File: src/hdl/sxfs_pkg.sv
`timescale 1ns / 1ps
// ----------------------------------------------------------------------------
// Sparse XOR file scrambler package
// Shared constants, codes, types and the table CRC function.
// ----------------------------------------------------------------------------
package sxfs_pkg;

   localparam int KEY_MAX_DEF    = 64;
   localparam int HEAD_BYTES_DEF = 1024;
   localparam int TABLE_WORDS    = 256;
   localparam int TBL_AW         = $clog2(TABLE_WORDS);
   localparam int CSR_IDX_W      = 1;

   localparam logic [31:0] CRC_POLY = 32'h8320DDB8;
   localparam logic [16:0] MIN_STEP = 17'd4;
   localparam logic [16:0] STEP_RST = 17'd64;

   typedef enum logic [1:0] {
      ACT_RESTART = 2'd0,
      ACT_KEY     = 2'd1,
      ACT_DATA    = 2'd2,
      ACT_NONE    = 2'd3
   } action_type;

   typedef enum logic [1:0] {
      STS_OK       = 2'd0,
      STS_NO_KEY   = 2'd1,
      STS_KEY_FULL = 2'd2
   } status_type;

   localparam logic [CSR_IDX_W-1:0] CSR_FILE_SIZE = 1'b0;
   localparam logic [CSR_IDX_W-1:0] CSR_STEP      = 1'b1;

   // One table write, as issued by the builder.
   typedef struct packed {
      logic              en;
      logic [TBL_AW-1:0] addr;
      logic [31:0]       data;
   } tbl_wr_type;

   // Reflected CRC of one index byte, eight shift steps.
   function automatic logic [31:0] crc_byte(input logic [TBL_AW-1:0] idx);
      logic [31:0] c;
      c = 32'(idx);
      for (int b = 0; b < 8; b++) begin
         c = c[0] ? ((c >> 1) ^ CRC_POLY) : (c >> 1);
      end
      return c;
   endfunction

endpackage

File: src/hdl/sxfs_key_store.sv
`timescale 1ns / 1ps
// ----------------------------------------------------------------------------
// Key store
// Synchronous key byte memory, one write and one registered read per cycle.
// ----------------------------------------------------------------------------
module sxfs_key_store #(
   parameter int KEY_MAX = sxfs_pkg::KEY_MAX_DEF,
   parameter int KIW     = 6
) (
   input  logic           clock,
   input  logic           wr_en,
   input  logic [KIW-1:0] wr_addr,
   input  logic [7:0]     wr_data,
   input  logic [KIW-1:0] rd_addr,
   output logic [7:0]     rd_data
);
   import sxfs_pkg::*;

   logic [7:0] mem [KEY_MAX];
   logic [7:0] rd_data_ff;

   always_ff @(posedge clock) begin
      if (wr_en) begin
         mem[wr_addr] <= wr_data;
      end
   end

   always_ff @(posedge clock) begin
      rd_data_ff <= mem[rd_addr];
   end

   assign rd_data = rd_data_ff;

endmodule

File: config.mk
export PLATFORM = sky130hd
export DESIGN_NAME = sxfs_key_store
export DESIGN_NICKNAME = d
export VERILOG_FILES = /design/src/hdl/sxfs_pkg.sv /design/src/hdl/sxfs_key_store.sv
export SDC_FILE = /design/constraint.sdc
export NUM_CORES = 1
export LEC_CHECK = 0
export BUFFER_PORTS_ARGS = -buffer_cell sky130_fd_sc_hd__buf_2
export CORE_MARGIN = 3
export CORE_UTILIZATION = 60
export DETAILED_ROUTE_END_ITERATION = 10
export PLACE_DENSITY = 0.81
export SYNTH_ARGS = -nofsm -noshare
export SYNTH_HDL_FRONTEND = slang
export SYNTH_SLANG_ARGS = --single-unit
File: constraint.sdc
create_clock -name clock -period 2.9 [get_ports clock]
set_clock_uncertainty 0.15 [all_clocks]
set_input_delay 0.435 -clock clock [delete_from_list [all_inputs] [get_ports clock]]
set_output_delay 0.435 -clock clock [all_outputs]
set_load 0.005 [all_outputs]
# After elaboration in Yosys (flattened, before gate mapping)
# Memories as Yosys holds them, arrays and structs flattened. A register that Yosys moved wholly into a read port is not among the register bits.
# Index checks and enable logic that the tools add are counted.
# Widths: inputs -> output; s select.
[op_classes]
addsub = 0
n_mul = 0
n_div = 0
magnitude_cmp = 0
eq_ne = 0
n_shift = 0
n_mux = 2
n_bitwise = 0
n_reduce_logical = 0
[op_table]
columns = ["op", "count"]
rows = [
  ["$mux 1", 2],
]
[totals]
register_bits = 0
latch_bits = 0
mem_bits_rw = 512
romBits = 0
in_bits = 22
out_inout_bits = 8
n_memories = 1
[mem_list]
columns = ["memory", "words", "width", "rd", "rd_ports_with_merged_regs", "wr", "line", "rtl"]
rows = [
  ["mem", 64, 8, 1, 1, 1, "sxfs_key_store.sv:19", "logic [7:0] mem [KEY_MAX];"],
]

# Depth between registers and ports, before layout
[logic_depth]
depth_word = 2
mapped_depth = 9
ltp_nobuf = 5

# Worst setup path before layout
# OpenSTA, ideal clock, no wires.
[synth_timing]
kind = "input -> register"
start = "in rd_addr[1]"
end = "reg rd_data_ff[3], in the netlist rd_data[3], read port of mem"
setup_ns = 0.128
arrival_time_ns = 1.975
required_ns = 2.622
setup_slack_ns = 0.647
stages = 7
n_path_buf = 3
cell_sequence = "buf_4 -> buf_2 -> buf_2 -> mux4_2 -> mux4_2 -> o21ai_1 -> o41ai_1"
[synth_rtl]
columns = ["element", "line", "rtl"]
rows = [
  ["start: declaration", "sxfs_key_store.sv:14", "input logic [KIW-1:0] rd_addr,"],
  ["end: declaration", "sxfs_key_store.sv:20", "logic [7:0] rd_data_ff;"],
]

==> flow_summary_export.csv <==
group,metric,value,unit
status,status,"complete, no violations",
grt,grt_pass1_vias,10600,
placement,place_area,21500,sq um
synth,yosysWarningCount,0,
clock_tree,path_clk_slew,0.06,ns
job,drv_cap,0,
clock_tree,clock-root-buffer,"clkbuf_16",
synth,ys_async_sr_fraction,0,
pwr,p_per_area,668,nW/um^2
pwr,leakagePower,0.00744,uW
sta,finalCriticalPeriod,2.26,ns
min_path,min_path_type,"input port to register",
cells_and_area,drive_gt1_frac,0.312,
sta,period_share,0.778,
critical_path,endpoint_kind,"register",
route,vias_per_cell,6.61,
cells_and_area,postLayoutCellArea,23100,sq um
synth,syn_inst,940,
cells_and_area,final_common_cell,"edfxtp_1",
clock_tree,clkLatencyLatePin,0.56,ns
cells_and_area,nFillCells,1929,
synth,ys_seq_area_frac,0.770,
synth,syn_nets,962,
critical_path,critical_path_class,"input port to register",
cells_and_area,synthToLayoutAreaGrowth,14.3,%
floorplan,coreArea,32900,sq um
route,vias,10300,
grt,antenna_found_initial,0,
critical_path,critical_path.max_fanout,20,
sta,fin_setup_tns,0,ns
sta,fmax,443,MHz
grt,grt_overflow_total,0,
synth,syn_area_per_cell,21.5,sq um
clock_tree,clock_sinks,520,
critical_path,start_kind,"input port",
route,drt_iter0_drc,1454,
cells_and_area,layout_common_cells,"edfxtp_1, mux4_2, buf_4",
pwr,ir_drop,0.487,mV
critical_path,arrival,2.53,ns
sta,slew_viol_final,0,
route,finalWirelength,45100,microns
route,drc,0,
floorplan,die_h,189,microns
placement,routabilityCongestion,0.844,
clock_tree,hold_buffers,0,
synth,synth_cell_types,40,
critical_path,cp.required,3.17,ns
route,antenna_left,0,
route,dr.pass1.iters,5,
clock_tree,h-tree-depth,2,
placement,dp_hpwl,28200,microns
floorplan,die_x,189,microns
grt,grt_max_degree,65,
floorplan,start_util,0.614,
clock_tree,postCtsSetupRepairBufs,0,
cells_and_area,antennaDiodeCount,0,
clock_tree,clockBufferDepth,3,
grt,grt_pass1_wl,68700,microns
sta,finalHoldViolCount,0,
cells_and_area,fin_nets,1101,
clock_tree,cts_tree,"done",
grt,track_usage,0.261,
route,routedWlPerCell,29.0,microns
clock_tree,cts_resized,0,
synth,netlist_area,20200,sq um
placement,io_buffers,29,
floorplan,io_pins,30,
sta,tightest_slew,0.749,ns
sta,grt_setup_unrepaired,"no",
sta,setup_viol,0,
synth,synth_edf_count,512,
floorplan,fp-row-count,66,
floorplan,die_area,35800,sq um
clock_tree,numCtsBuffers,49,
synth,ys_seq_elements,520,
sta,relSlewSlack,0.501,
synth,synthFlopType,"edfxtp_1",
path summary, 6_finish.rpt:
| kind | startpoint | end | slack (ns) | depth (start not counted) |
|---|---|---|---|---|
| worst min register to register | mem[23][2] | rd_data[2] | 0.69 | 4 |
| worst max-delay path | rd_addr[0] | rd_data[4] | 0.64 | 8 |
| worst max register to register | mem[29][4] | rd_data[4] | 0.65 | 5 |
| worst min-delay path | rd_addr[5] | rd_data[4] | 0.23 | 3 |
critical path, cell delays in order:
cell and delay, ns:
clkbuf_8 0.28, buf_4 0.24, buf_4 0.17, mux4_2 0.49, nor2_1 0.23, nor2_1 0.11
nor3_1 0.41, o32ai_1 0.15
cells by family after synthesis:
family          after synthesis  share of synthesized area
compound gates               54                     0.0207
buf+inv                      51                     0.0157
flops                       520                      0.770
mux                         162                      0.159
simple gates                153                     0.0339
metrics by stage:
stage / hold WS, ns / std cells / worst slack, ns / total power, uW / utilization
final: 0.230 / 1558 / 0.644 / 15400 / 0.701
after global routing: 0.237 / 1558 / 0.530 / 15800 / 0.701
after CTS: 0.203 / 1558 / 0.675 / 15500 / 0.701
after detailed placement: 0.656 / 1470 / 0.0550 / 9300 / 0.654
after global placement: 0.634 / 1470 / 0.163 / 9270 / 0.654
after floorplan: 0.384 / 940 / 0.647 / 8930 / -
report_power, final:
group	total (uW)	leakage [uW]	internal, uW	switching, uW
registers	8350	0.00467	8320	31.0
logic	807	0.00201	324	483
clock network	6240	0.000757	3610	2630
total	15400	0.00744	12200	3140
synth_stat cells (3+ instances only):
library cell	n	area (sq um)
nor3_1	7	35.0
mux4_2	126	2840
dfxtp_1	8	160
a22oi_1	3	22.5
nand2b_1	7	43.8
edfxtp_1	512	15400
o22ai_1	8	50.1
a211oi_1	4	30.0
buf_1	4	15.0
buf_4	13	97.6
o2bb2ai_1	3	26.3
nand2_1	19	71.3
buf_2	11	55.1
o221ai_1	8	70.1
mux2i_1	23	230
nand3b_1	3	22.5
a21oi_1	3	15.0
nand3_1	13	65.1
buf_6	4	45.0
o2111ai_1	3	26.3
nor2_1	83	312
nor2b_1	14	87.6
a221oi_1	6	52.6
clkbuf_1	17	63.8
mux2_2	13	146
metal layers:
layer,vias to the layer above,global-route usage,routed length [microns]
li1,4205,-,-
met1,5349,0.380,17100
met2,649,0.417,22300
met3,88,0.0500,4550
met4,0,0.0736,1210
met5,-,0,0
state kept, by name, summed over array words and instances (netlist names):
name,count
mem,512
rd_data,8
layout make-up:
cell class	count	area, sq um	share of cell area
Clock buffer	64	1300	0.0565
Clock inverter	24	248	0.0107
Multi-Input combinational cell	369	4320	0.187
Sequential cell	520	15500	0.674
Tap cell	442	553	0.0240
Timing Repair Buffer	139	1100	0.0476
(Power assumes the default switching activity.)
