===== config.mk =====
export PLATFORM = sky130hd
export DESIGN_NAME = sxfs_table_build
export DESIGN_NICKNAME = d
export VERILOG_FILES = /design/src/hdl/sxfs_pkg.sv /design/src/hdl/sxfs_table_build.sv
export SDC_FILE = /design/constraint.sdc
export NUM_CORES = 1
export LEC_CHECK = 0
export ABC_AREA = 0
export BUFFER_PORTS_ARGS = -buffer_cell sky130_fd_sc_hd__buf_4
export CORE_ASPECT_RATIO = 0.9
export CORE_UTILIZATION = 54
export DETAILED_ROUTE_END_ITERATION = 10
export PLACE_DENSITY = 0.8
export SYNTH_ARGS = -nofsm -noshare
export SYNTH_HDL_FRONTEND = slang
export SYNTH_SLANG_ARGS = --single-unit

===== constraint.sdc =====
create_clock -name clock -period 4.9 [get_ports clock]
set_input_delay 0.98 -clock clock [delete_from_list [all_inputs] [get_ports clock]]
set_output_delay 0.98 -clock clock [all_outputs]
set_load 0.02 [all_outputs]

===== src/hdl/sxfs_pkg.sv =====
`timescale 1ns / 1ps
// ----------------------------------------------------------------------------
// Sparse XOR file scrambler package
// Shared constants, codes, types and the table CRC function.
// ----------------------------------------------------------------------------
package sxfs_pkg;

   localparam int KEY_MAX_DEF    = 64;
   localparam int HEAD_BYTES_DEF = 1024;
   localparam int TABLE_WORDS    = 256;
   localparam int TBL_AW         = $clog2(TABLE_WORDS);
   localparam int CSR_IDX_W      = 1;

   localparam logic [31:0] CRC_POLY = 32'h8320DDB8;
   localparam logic [16:0] MIN_STEP = 17'd4;
   localparam logic [16:0] STEP_RST = 17'd64;

   typedef enum logic [1:0] {
      ACT_RESTART = 2'd0,
      ACT_KEY     = 2'd1,
      ACT_DATA    = 2'd2,
      ACT_NONE    = 2'd3
   } action_type;

   typedef enum logic [1:0] {
      STS_OK       = 2'd0,
      STS_NO_KEY   = 2'd1,
      STS_KEY_FULL = 2'd2
   } status_type;

   localparam logic [CSR_IDX_W-1:0] CSR_FILE_SIZE = 1'b0;
   localparam logic [CSR_IDX_W-1:0] CSR_STEP      = 1'b1;

   // One table write, as issued by the builder.
   typedef struct packed {
      logic              en;
      logic [TBL_AW-1:0] addr;
      logic [31:0]       data;
   } tbl_wr_type;

   // Reflected CRC of one index byte, eight shift steps.
   function automatic logic [31:0] crc_byte(input logic [TBL_AW-1:0] idx);
      logic [31:0] c;
      c = 32'(idx);
      for (int b = 0; b < 8; b++) begin
         c = c[0] ? ((c >> 1) ^ CRC_POLY) : (c >> 1);
      end
      return c;
   endfunction

endpackage


===== src/hdl/sxfs_table_build.sv =====
`timescale 1ns / 1ps
// ----------------------------------------------------------------------------
// Keyed table builder
// Sweeps all table words: reads the key byte, adds CRC and file size, writes.
// ----------------------------------------------------------------------------
module sxfs_table_build #(
   parameter int KIW = 6,
   parameter int KCW = 7
) (
   input  logic                 clock,
   input  logic                 reset,
   input  logic                 start,
   input  logic [KCW-1:0]       key_count,
   input  logic [31:0]          file_size,
   output logic [KIW-1:0]       key_rd_addr,
   input  logic [7:0]           key_rd_data,
   output sxfs_pkg::tbl_wr_type tbl_wr,
   output logic                 done
);
   import sxfs_pkg::*;

   logic              busy_ff, busy_in;
   logic [TBL_AW:0]   cnt_ff, cnt_in;
   logic [KIW-1:0]    kidx_ff, kidx_in;
   logic              pend_ff, pend_in;
   logic [TBL_AW-1:0] waddr_ff;
   logic [31:0]       crc_ff;
   logic              issue_rd;
   logic [KCW:0]      kidx_inc;
   logic              kidx_wrap;

   assign issue_rd  = busy_ff & ~cnt_ff[TBL_AW];
   assign kidx_inc  = (KCW+1)'(kidx_ff) + (KCW+1)'(1);
   assign kidx_wrap = kidx_inc >= (KCW+1)'(key_count);

   always_comb begin
      busy_in = busy_ff;
      cnt_in  = cnt_ff;
      kidx_in = kidx_ff;
      pend_in = issue_rd;
      if (start) begin
         busy_in = 1'b1;
         cnt_in  = '0;
         kidx_in = '0;
      end else if (issue_rd) begin
         cnt_in  = cnt_ff + (TBL_AW+1)'(1);
         kidx_in = kidx_wrap ? '0 : kidx_inc[KIW-1:0];
      end else begin
         busy_in = 1'b0;
      end
   end

   always_ff @(posedge clock) begin
      if (reset) begin
         busy_ff <= 1'b0;
         pend_ff <= 1'b0;
         cnt_ff  <= '0;
         kidx_ff <= '0;
      end else begin
         busy_ff <= busy_in;
         pend_ff <= pend_in;
         cnt_ff  <= cnt_in;
         kidx_ff <= kidx_in;
      end
   end

   always_ff @(posedge clock) begin
      waddr_ff <= cnt_ff[TBL_AW-1:0];
      crc_ff   <= crc_byte(cnt_ff[TBL_AW-1:0]);
   end

   assign key_rd_addr = kidx_ff;
   assign tbl_wr.en   = pend_ff;
   assign tbl_wr.addr = waddr_ff;
   assign tbl_wr.data = crc_ff + file_size + {{24{key_rd_data[7]}}, key_rd_data};
   assign done        = busy_ff & cnt_ff[TBL_AW];

endmodule


# After elaboration in Yosys (flattened, before gate mapping)
# Cells that the tools add are included.
# W data, S select, Z words.
[word_totals] regBits=57
[classes] magnitude_cmp=1 addsub=4 n_eq_ne=1 reduce_logical=1 bitwise_logic=11 mux=11
[op_table] cell="$mux W32" n=7
[op_table] cell="$not A13 Y14" n=7
[op_table] cell="$add A32 B32 Y32" n=2
[op_table] cell="$mux W26" n=1
[op_table] cell="$not A3 Y14" n=1
[op_table] cell="$add A9 B1 Y9 const B" n=1
[op_table] cell="$add A6 B1 Y7 const B" n=1
[op_table] cell="$ge A7 B7 Y1" n=1
[op_table] cell="$mux W6" n=1
[op_table] cell="$and A1 B1 Y1" n=2
[op_table] cell="$mux W1" n=2
[op_table] cell="$ne A2 B2 Y1 const B" n=1
[op_table] cell="$reduce_or A2 Y1" n=1
[op_table] cell="$not A1 Y1" n=1

# Depth between registers and ports, before layout
# Gate-level depths: netlist of the first run.
[depth] depth_word=16 ltp_mapped=12 ltp_nobuf=12

# Least setup slack after synthesis of the first run
# No wires, ideal clock.
[synth_timing] path_type="input port to output port" startpoint="input port file_size[1]" endpoint="output port tbl_wr[31] in the netlist's numbering" cell_stages=10 arrival_ns=3.550 slack_ns=0.370 path_cell_list="fa_1 -> ha_1 -> fa_1 -> a21o_1 -> a221o_1 -> nand4_1 -> nand2_1 -> a31oi_1 -> o211ai_1 -> xnor2_1"
[synth_rtl] item="start: declaration" line_no="sxfs_table_build.sv:14" source="input logic [31:0] file_size,"
[synth_rtl] item="end: declaration" line_no="sxfs_table_build.sv:17" source="output sxfs_pkg::tbl_wr_type tbl_wr,"

==> results of run 1 <==
final cells by class:
class	instances	area (µm²)	share of cell area
sequential	50	1001	0.1889
inverter	20	75.07	0.01417
tap	96	120.1	0.02267
clock buffer	5	68.82	0.01299
timing repair buffer	108	818.3	0.1544
clock inverter	2	15.01	0.002834
multi-input combinational	374	3201	0.6040
layer usage:
layer,GRT usage,up-vias
li1,-,1802
met1,0.3243,1776
met2,0.4161,166
met3,0.03451,27
met4,0.08412,0
met5,0,-
registers in the layout, indices dropped and copies added (netlist names):
name / flops
cnt_ff: 9
busy_ff: 1
crc_ff: 25
pend_ff: 1
waddr_ff: 8
key_rd_addr: 6
repair_timing:
action / CTS / global route
gates resized for setup: 0 / 5
hold buffers: 0 / 0
endpoints found under the setup margin: 0 / 8
placed cells by master, fill, tap and decap left out, drive strengths merged, types with 27 or more instances in the layout:
master / netlist / layout
buf: 9 / 108
dfxtp: 50 / 50
xnor2: 51 / 51
a21oi: 37 / 37
ha: 41 / 41
fa: 32 / 32
nand2: 27 / 27
nor2: 30 / 30
xor2: 29 / 29
worst paths after layout:
path / end / slack [ps] / depth (start not counted)
setup reg to reg: key_rd_addr[2] / 2030 / 9
hold / removal: waddr_ff[6] / 490 / 0
setup / recovery: tbl_wr[28] / 110 / 11
hold reg to reg: waddr_ff[6] / 490 / 0
kinds of logic after synthesis:
logic type / Yosys count / share of synthesized area
flip-flops: 50 / 0.2290
adder cells (fa/ha/maj): 73 / 0.2640
buffers and inverters: 41 / 0.04094
AND/OR/NAND/NOR: 107 / 0.1211
XOR/XNOR: 80 / 0.1698
multiplexers: 2 / 0.004581
AO/OA/AOI/OAI: 112 / 0.1706
synth_stat cells (2+ instances only):
library cell	number
a211oi_1	2
o2111ai_1	2
ha_1	41
a21oi_1	36
o21a_1	4
xnor2_1	48
nand4_1	8
clkbuf_1	12
o21ai_1	3
or2_2	3
nor2_1	30
nand2b_1	6
xnor2_2	2
nand3_1	10
and2_1	3
a31oi_1	8
dfxtp_1	50
xor2_1	28
buf_2	5
a2111oi_0	4
o211ai_1	2
o21bai_1	5
mux2i_1	2
buf_4	3
a21o_1	19
fa_1	32
and3_1	9
nand2_1	27
o21ai_0	14
inv_1	20
and4_1	3
worst max-delay path, stage by stage:
cell       delay [ps]
buf_4             110
fa_1              490
ha_1              380
a21o_1            230
a31oi_1           220
a21oi_1           150
o2111ai_1         400
a41oi_2           200
or3b_1            410
nand4_1            90
buf_4             140
metrics by stage:
stage                     worst slack (ps)  power, µW  hold slack, ps  instances  utilization
after floorplan                      370.0       1073           325.8        465            -
after global placement               103.9       1404           461.4        648       0.6754
after detailed placement             65.82       1426           469.7        648       0.6754
after CTS                            48.31       1652           488.3        655       0.6863
after global routing                 17.18       1761           493.7        655       0.6886
final                                113.1       1656           486.2        655       0.6886
power breakdown:
group          total [µW]  leakage, µW  switching (µW)  internal, µW
sequential            435     0.000406            12.7           422
combinational         995      0.00212             555           440
clock                 226    0.0000362             129          97.5
==> out/qor.csv, run 1 <==
stage,metric,value,unit
run_status,status,completed,
clock_network,CTS sink cnt,50,
route,1st-pass router iterations,5,
yosys,"EDFF count, synth",0,
floorplan,IO Count,98,
placed_design,PortBufs,97,
yosys,share of the synthesized area in the top cell type,0.2290,
global_route,first-pass GRT wire length,16720,µm
layout,Fillers,613,
global_route,vias in the first global route,3588,
sta,period utilization,0.9769,
route,met3 routed WL,742,µm
worst_setup_path,FF-to-FF Start,key_rd_addr[2],
route,vias per cell,5.757,
layout,share of layout cells above drive strength 1,0.2326,
sta,RSZ-0062 raised after global routing,false,
yosys,"Net Count, Synth",588,
clock_network,maximum root-to-sink buffer count,2,
worst_hold_path,Min-Delay Startpoint,cnt_ff[6],
clock_network,Post-CTS Setup Repair Bufs,0,
floorplan,die height,87.35,µm
worst_hold_path,Hold Path Class,reg -> reg,
global_route,Global Route Usage Sum,0.2454,
worst_setup_path,WP data arrival,3810,ps
worst_setup_path,CP Data Required Time,3920,ps
yosys,#FFs+latches synth,50,
clock_network,CTS tree,done,
sta,"Min Clock Period, post-route",4787,ps
worst_setup_path,launch point of the critical path,file_size[5],
yosys,"area leader, netlist",dfxtp_1,
yosys,sequential area share after synthesis,0.2290,
floorplan,Rows,30,
worst_setup_path,Setup CP Type,in -> out,
route,Antenna Violating Nets Remaining,0,
clock_network,worst skew pair latency,300,ps
floorplan,Core Box Area,7695,µm²
yosys,Synth area leaders,"dfxtp_1 (23%), fa_1 (15%), ha_1 (12%)",
job,max capacitance violation total,0,
yosys,"FFs w/ async S/R, synth",0,
worst_setup_path,Crit Path Max Fanout,5,
placed_design,RePlAce Congestion,0.9653,
layout,Nets,682,
route,Routed WL,10360,µm
layout,post-route cell area,5299,µm²
route,initial DRC count,202,
clock_network,CTS Buf Count,5,
route,Remaining DRCs,0,
sta,skew final,4.235,ps
floorplan,die width,96.83,µm
sta,Sum Neg Setup Slack,0,ps
route,via count,3771,
yosys,Mean Syn Cell Area,9.399,µm²
pwr,Worst VDD drop,0.0001528,V
sta,Fmax,208.9,MHz
placed_design,DPL Wire Length,8469,µm
clock_network,H-tree depth,2,
route,Max Used Layer,met4,
sta,Tightest Pin Transition,599.9,ps
route,Met1 Routed Length,4539,µm
sta,Max Slew Vio Count,0,
sta,Final Hold Viols,0,
global_route,pin count of the biggest net entering global routing,20,
layout,antenna diode count,0,
clock_network,clock root buffer,clkbuf_8,
worst_setup_path,CP endpoint kind,output pin,
sta,Slew HR,0.5993,
layout,Synth-to-Final Area Change,21.24,%
floorplan,Initial Util,0.5680,
route,met2 wire length,4844,µm
pwr,LEAKAGE,0.002567,µW
route,DR WL/cell,15.82,µm
sta,Final Setup Violations,0,
yosys,mapped cell area,4370,µm²
floorplan,Die Area,8458,µm²
yosys,synthesized instance count,465,
yosys,synth unique cells,55,
yosys,Synth Warn #,0,
clock_network,"Reg clk slew, reported paths",90,ps
yosys,ys flop type,dfxtp_1,
global_route,total grt overflow,0,
worst_setup_path,crit start category,primary input,
pwr,Power Dens Cells,312.5,nW/µm²
global_route,initial antenna violation count,0,
placed_design,Placed Area,5197,µm²
No activity file was read; power rests on OpenSTA's default activity.
==> inputs of run 2 (changes only) <==
- CORE_UTILIZATION: 54 -> 50
- PLACE_DENSITY: 0.8 -> 0.78
- clock period: 4.9 -> 4.1 ns (I/O delays scaled with it)
==> out/qor.csv, run 2 (synthesized netlist as in run 1, its figures left out) <==
stage,metric,value,unit,change
sta,Final Hold Viols,0,,unchanged
job,max capacitance violation total,0,,unchanged
run_status,failing checks,negative setup slack,,
sta,period utilization,1.084,,
layout,most frequent cells in the layout,"buf_4 (185), dfxtp_1 (50), xnor2_1 (42)",,"was buf_4 (107), dfxtp_1 (50), xnor2_1 (48)"
worst_setup_path,Crit Path Max Fanout,7,,was 5
clock_network,CTS Buf Count,5,,unchanged
route,Antenna Violating Nets Remaining,0,,unchanged
worst_setup_path,Reg2Reg Setup Slack,1270,ps,was 2030 ps
sta,Max Slew Vio Count,0,,unchanged
layout,antenna diode count,0,,unchanged
layout,Regs by FF count,"crc_ff: 25 flops, cnt_ff: 9 flops, waddr_ff: 8 flops",,unchanged
clock_network,"Reg clk slew, reported paths",70,ps,was 90 ps
clock_network,H-tree depth,2,,unchanged
layout,Synth-to-Final Area Change,49.81,%,was 21.24%
layout,max reg flops,25,,unchanged
pwr,Seq pwr share,0.213,,was 0.263
floorplan,die height,90.70,µm,was 87.35 µm
pwr,Worst VDD drop,0.0001975,V,was 0.0001528 V
global_route,first-pass GRT wire length,20090,µm,was 16720 µm
clock_network,quantity of hold-fixing buffers added after cts,0,,unchanged
route,initial DRC count,229,,was 202
clock_network,CTS tree,done,,unchanged
placed_design,RePlAce Congestion,0.9269,,was 0.9653
sta,Slew HR,0.6043,,was 0.5993
pwr,Comb pwr share,0.681,,was 0.601
clock_network,CTS sink cnt,50,,unchanged
route,via count,4255,,was 3771
placed_design,"worst slack, placed",-487.8,ps,was 65.82 ps
worst_setup_path,CP Data Required Time,3280,ps,was 3920 ps
floorplan,die width,100.6,µm,was 96.83 µm
pwr,Power Dens Cells,374.4,nW/µm²,was 312.5 nW/µm²
clock_network,clock root buffer,clkbuf_8,,unchanged
route,DR WL/cell,17.43,µm,was 15.82 µm
placed_design,PortBufs,97,,unchanged
floorplan,Initial Util,0.5290,,was 0.5680
layout,Biggest register,crc_ff,,unchanged
sta,skew final,6.649,ps,was 4.235 ps
placed_design,DPL Wire Length,9421,µm,was 8469 µm
pwr,Switching Fraction,0.4107,,was 0.4205
floorplan,Core Box Area,8262,µm²,was 7695 µm²
sta,Fin Hold WS,480.5,ps,was 486.2 ps
route,1st-pass router iterations,5,,unchanged
global_route,initial antenna violation count,0,,unchanged
worst_setup_path,CP endpoint kind,output pin,,unchanged
pwr,sw power,1007,µW,was 696.2 µW
floorplan,IO Count,98,,unchanged
sta,RSZ-0062 raised after global routing,true,,was false
route,vias per cell,5.555,,was 5.757
floorplan,Die Area,9119,µm²,was 8458 µm²
pwr,Design Power,2451,µW,was 1656 µW
route,Routed WL,13350,µm,was 10360 µm
pwr,Pint,1445,µW,was 959.4 µW
sta,Tightest Pin Transition,592.4,ps,was 599.9 ps
clock_network,worst skew pair latency,290,ps,was 300 ps
sta,"Min Clock Period, post-route",4443,ps,
sta,Final Setup Violations,21,,was 0
layout,"commonest non-fill, non-tap cell in the layout",buf_4,,unchanged
global_route,total grt overflow,0,,unchanged
clock_network,maximum root-to-sink buffer count,2,,unchanged
global_route,pin count of the biggest net entering global routing,16,,was 20
sta,Fmax,225.1,MHz,
pwr,clock share of power,0.106,,was 0.137
pwr,LEAKAGE,0.003123,µW,was 0.002567 µW
worst_hold_path,Hold Path Class,reg -> reg,,unchanged
worst_setup_path,crit start category,primary input,,unchanged
floorplan,Rows,31,,was 30
route,Remaining DRCs,0,,unchanged
global_route,vias in the first global route,4193,,was 3588
worst_setup_path,Setup CP Type,in -> out,,unchanged
global_route,Global Route Usage Sum,0.2792,,was 0.2454
layout,Nets,774,,was 682
worst_setup_path,WP data arrival,3620,ps,was 3810 ps
sta,PnR worst setup slack,-342.9,ps,was 113.1 ps
run_status,status,"finished, violations left",,was completed
layout,share of layout cells above drive strength 1,0.4163,,was 0.2326
-- run 2: changes by cell type in the layout (fill, tap and decap cells not counted), sizes merged --
| cell | change |
|---|---|
| clkbuf | +2 |
| clkinvlp | -2 |
| buf | +92 |
-- run 2: critical path, cell delays in order --
cell,delay (ps)
buf_4,120
fa_1,560
ha_2,340
a21oi_1,240
o21ai_0,200
a2111oi_1,560
nor2_1,150
nand4_1,120
o211ai_1,150
xnor2_2,190
buf_4,160
-- run 2: final cells by class --
| cell class | count | area [µm²] |
|---|---|---|
| clock buffer | 7 | 76.32 |
| fill | 515 | 1714 |
| inverter | 20 | 75.07 |
| multi-input combinational | 374 | 3645 |
| sequential | 50 | 1001 |
| tap | 115 | 143.9 |
| timing repair buffer | 200 | 1607 |
-- run 2: power groups by stage --
stage / Sequential [µW] / Clock, µW / Combinational, µW
final: 522 / 259 / 1670
after global routing: 524 / 287 / 1780
after CTS: 521 / 263 / 1510
after detailed placement: 532 / 0 / 1370
after global placement: 532 / 0 / 1340
after floorplan: 526 / 0 / 771
-- run 2: layer usage --
| layer | vias to the layer above | wire length (µm) | track usage |
|---|---|---|---|
| met3 | 50 | 676 | 0.04644 |
| met1 | 2021 | 5643 | 0.3538 |
| li1 | 1992 | - | - |
| met2 | 192 | 6659 | 0.4834 |
| met4 | 0 | 371 | 0.08213 |
| met5 | - | 0 | 0 |
-- run 2: timing repair --
action	CTS	global route
endpoints found under the setup margin	23	22
gates cloned	2	0
resized for setup	50	34
pin swaps	41	22
buffers inserted	9	12
-- run 2: final timing paths --
kind                       start             end  cells past startpoint
setup / recovery   file_size[16]      tbl_wr[31]                     11
hold / removal         cnt_ff[6]     waddr_ff[6]                      0
setup reg to reg  key_rd_addr[2]  key_rd_addr[2]                      9
hold reg to reg        cnt_ff[6]     waddr_ff[6]                      0
-- run 2: metrics by stage --
| stage | setup TNS, ps | cells | utilization | cell area [µm²] |
|---|---|---|---|---|
| finish | -3115 | 766 | 0.7925 | 6548 |
| global route | -4890 | 766 | 0.7925 | 6548 |
| CTS | -1682 | 756 | 0.7577 | 6260 |
| detailed placement | -4939 | 738 | 0.7009 | 5791 |
| global placement | -3420 | 738 | 0.7009 | 5791 |
| floorplan | -37.62 | 465 | - | 4407 |
==> inputs of run 3 (changes only) <==
- SETUP_SLACK_MARGIN: not set -> 0.05
==> out/qor.csv, run 3 (synthesized netlist as in run 1, its figures left out) <==
stage,metric,value,unit,change
pwr,Worst VDD drop,0.0002058,V,was 0.0001975 V
route,Remaining DRCs,0,,unchanged
sta,RSZ-0062 raised after global routing,true,,unchanged
run_status,failing checks,negative setup slack,,unchanged
clock_network,"Reg clk slew, reported paths",100,ps,was 70 ps
floorplan,die width,100.6,µm,unchanged
worst_setup_path,CP endpoint kind,output pin,,unchanged
worst_setup_path,WP data arrival,3510,ps,was 3620 ps
sta,period utilization,1.055,,was 1.084
worst_setup_path,crit start category,primary input,,unchanged
global_route,initial antenna violation count,0,,unchanged
layout,antenna diode count,0,,unchanged
global_route,vias in the first global route,4137,,was 4193
placed_design,"worst slack, placed",-331.8,ps,was -487.8 ps
route,Routed WL,12700,µm,was 13350 µm
pwr,LEAKAGE,0.003045,µW,was 0.003123 µW
floorplan,Rows,31,,unchanged
clock_network,worst skew pair latency,290,ps,about the same
layout,Nets,759,,was 774
clock_network,CTS tree,done,,unchanged
floorplan,Initial Util,0.5290,,unchanged
route,vias per cell,5.414,,was 5.555
placed_design,PortBufs,97,,unchanged
layout,Biggest register,crc_ff,,unchanged
clock_network,H-tree depth,2,,unchanged
layout,Finished Layout Cells,752,,was 766
global_route,Global Route Usage Sum,0.2794,,was 0.2792
global_route,first-pass GRT wire length,20200,µm,was 20090 µm
worst_setup_path,CP Data Required Time,3280,ps,about the same
sta,Tightest Pin Transition,605.9,ps,was 592.4 ps
floorplan,Die Area,9119,µm²,unchanged
sta,"Min Clock Period, post-route",4326,ps,was 4443 ps
sta,Max Slew Vio Count,0,,unchanged
layout,post-layout util,0.7834,,was 0.7925
layout,Synth-to-Final Area Change,48.10,%,was 49.81%
layout,share of layout cells above drive strength 1,0.4176,,was 0.4163
placed_design,placed insts,737,,was 738
sta,PnR worst setup slack,-226.2,ps,was -342.9 ps
route,DR WL/cell,16.88,µm,was 17.43 µm
clock_network,quantity of hold-fixing buffers added after cts,0,,unchanged
global_route,pin count of the biggest net entering global routing,17,,was 16
global_route,total grt overflow,0,,unchanged
worst_setup_path,Setup CP Type,in -> out,,unchanged
layout,max reg flops,25,,unchanged
route,via count,4071,,was 4255
sta,Final Setup Violations,12,,was 21
sta,Slew HR,0.5952,,was 0.6043
layout,"commonest non-fill, non-tap cell in the layout",buf_4,,unchanged
pwr,Power Dens Cells,377.4,nW/µm²,was 374.4 nW/µm²
placed_design,DPL Wire Length,9485,µm,was 9421 µm
clock_network,CTS Buf Count,5,,unchanged
route,initial DRC count,187,,was 229
worst_setup_path,Crit Path Max Fanout,7,,unchanged
placed_design,Placed Area,5802,µm²,was 5791 µm²
clock_network,CTS sink cnt,50,,unchanged
clock_network,maximum root-to-sink buffer count,2,,unchanged
layout,most frequent cells in the layout,"buf_4 (169), dfxtp_1 (50), xnor2_1 (42)",,"was buf_4 (185), dfxtp_1 (50), xnor2_1 (42)"
sta,Fmax,231.1,MHz,was 225.1 MHz
clock_network,clock root buffer,clkbuf_8,,unchanged
placed_design,RePlAce Congestion,0.8864,,was 0.9269
sta,Sum Neg Setup Slack,-1788,ps,was -3115 ps
route,Antenna Violating Nets Remaining,0,,unchanged
sta,Final Hold Viols,0,,unchanged
layout,Regs by FF count,"crc_ff: 25 flops, cnt_ff: 9 flops, waddr_ff: 8 flops",,unchanged
floorplan,Core Box Area,8262,µm²,unchanged
floorplan,IO Count,98,,unchanged
route,1st-pass router iterations,4,,was 5
worst_hold_path,Hold Path Class,reg -> reg,,unchanged
job,max capacitance violation total,0,,unchanged
floorplan,die height,90.70,µm,unchanged
sta,skew final,8.292,ps,was 6.649 ps
layout,post-route cell area,6472,µm²,was 6548 µm²
run_status,status,"finished, violations left",,unchanged
## run 3: worst max-delay path, cell delays in order
cell and delay (ps):
buf_16 130, buf_4 140, fa_1 560, ha_4 230, a21o_1 150, a21o_1 180, a2111oi_1 460, o21bai_1 140
a21oi_1 200, o211ai_1 170, xnor2_2 170, buf_4 160
## run 3: worst paths after layout
path                                startpoint              to  slack [ps]  depth (start not counted)
worst max-delay path            key_rd_data[7]      tbl_wr[31]        -230                         12
worst min-delay path                 cnt_ff[6]     waddr_ff[6]         470                          0
worst max register to register  key_rd_addr[0]  key_rd_addr[2]        1400                          9
worst min register to register       cnt_ff[6]     waddr_ff[6]         470                          0
## run 3: timing repair
item / in CTS / in global routing
pin swaps: 41 / 32
endpoints found under the setup margin: 22 / 23
buffers inserted: 3 / 5
endpoints found under the hold margin: 0 / 0
resized for setup: 54 / 33
cloned: 1 / 0
## run 3: stage by stage
| step | total power [µW] | hold slack [ps] |
|---|---|---|
| 6_report | 2442 | 466.3 |
| 5_1_grt | 2586 | 483.3 |
| 4_1_cts | 2331 | 464.5 |
| 3_5_place_dp | 1908 | 449.0 |
| 3_3_place_gp | 1879 | 454.6 |
| 2_1_floorplan | 1305 | 325.8 |
## run 3: cell type report
| type | count | area (µm²) |
|---|---|---|
| multi-input combinational | 374 | 3662 |
| fill | 539 | 1789 |
| timing repair buffer | 185 | 1490 |
| sequential | 50 | 1001 |
| tap | 115 | 143.9 |
| clock buffer | 6 | 82.58 |
| inverter | 20 | 75.07 |
| clock inverter | 2 | 17.52 |
## run 3: power by group
part / switching (µW) / internal, µW / leakage (µW)
Combinational: 819 / 800 / 0.00259
Sequential: 17.0 / 505 / 0.000406
Clock: 162 / 139 / 0.0000514
Total: 998 / 1440 / 0.00304
## run 3: per-layer routing
| layer | up-vias | track usage | part of all wire |
|---|---|---|---|
| met5 | - | 0 | 0 |
| met4 | 0 | 0.06039 | 0.020 |
| li1 | 1958 | - | - |
| met2 | 150 | 0.4886 | 0.50 |
| met1 | 1940 | 0.3650 | 0.42 |
| met3 | 23 | 0.03638 | 0.056 |
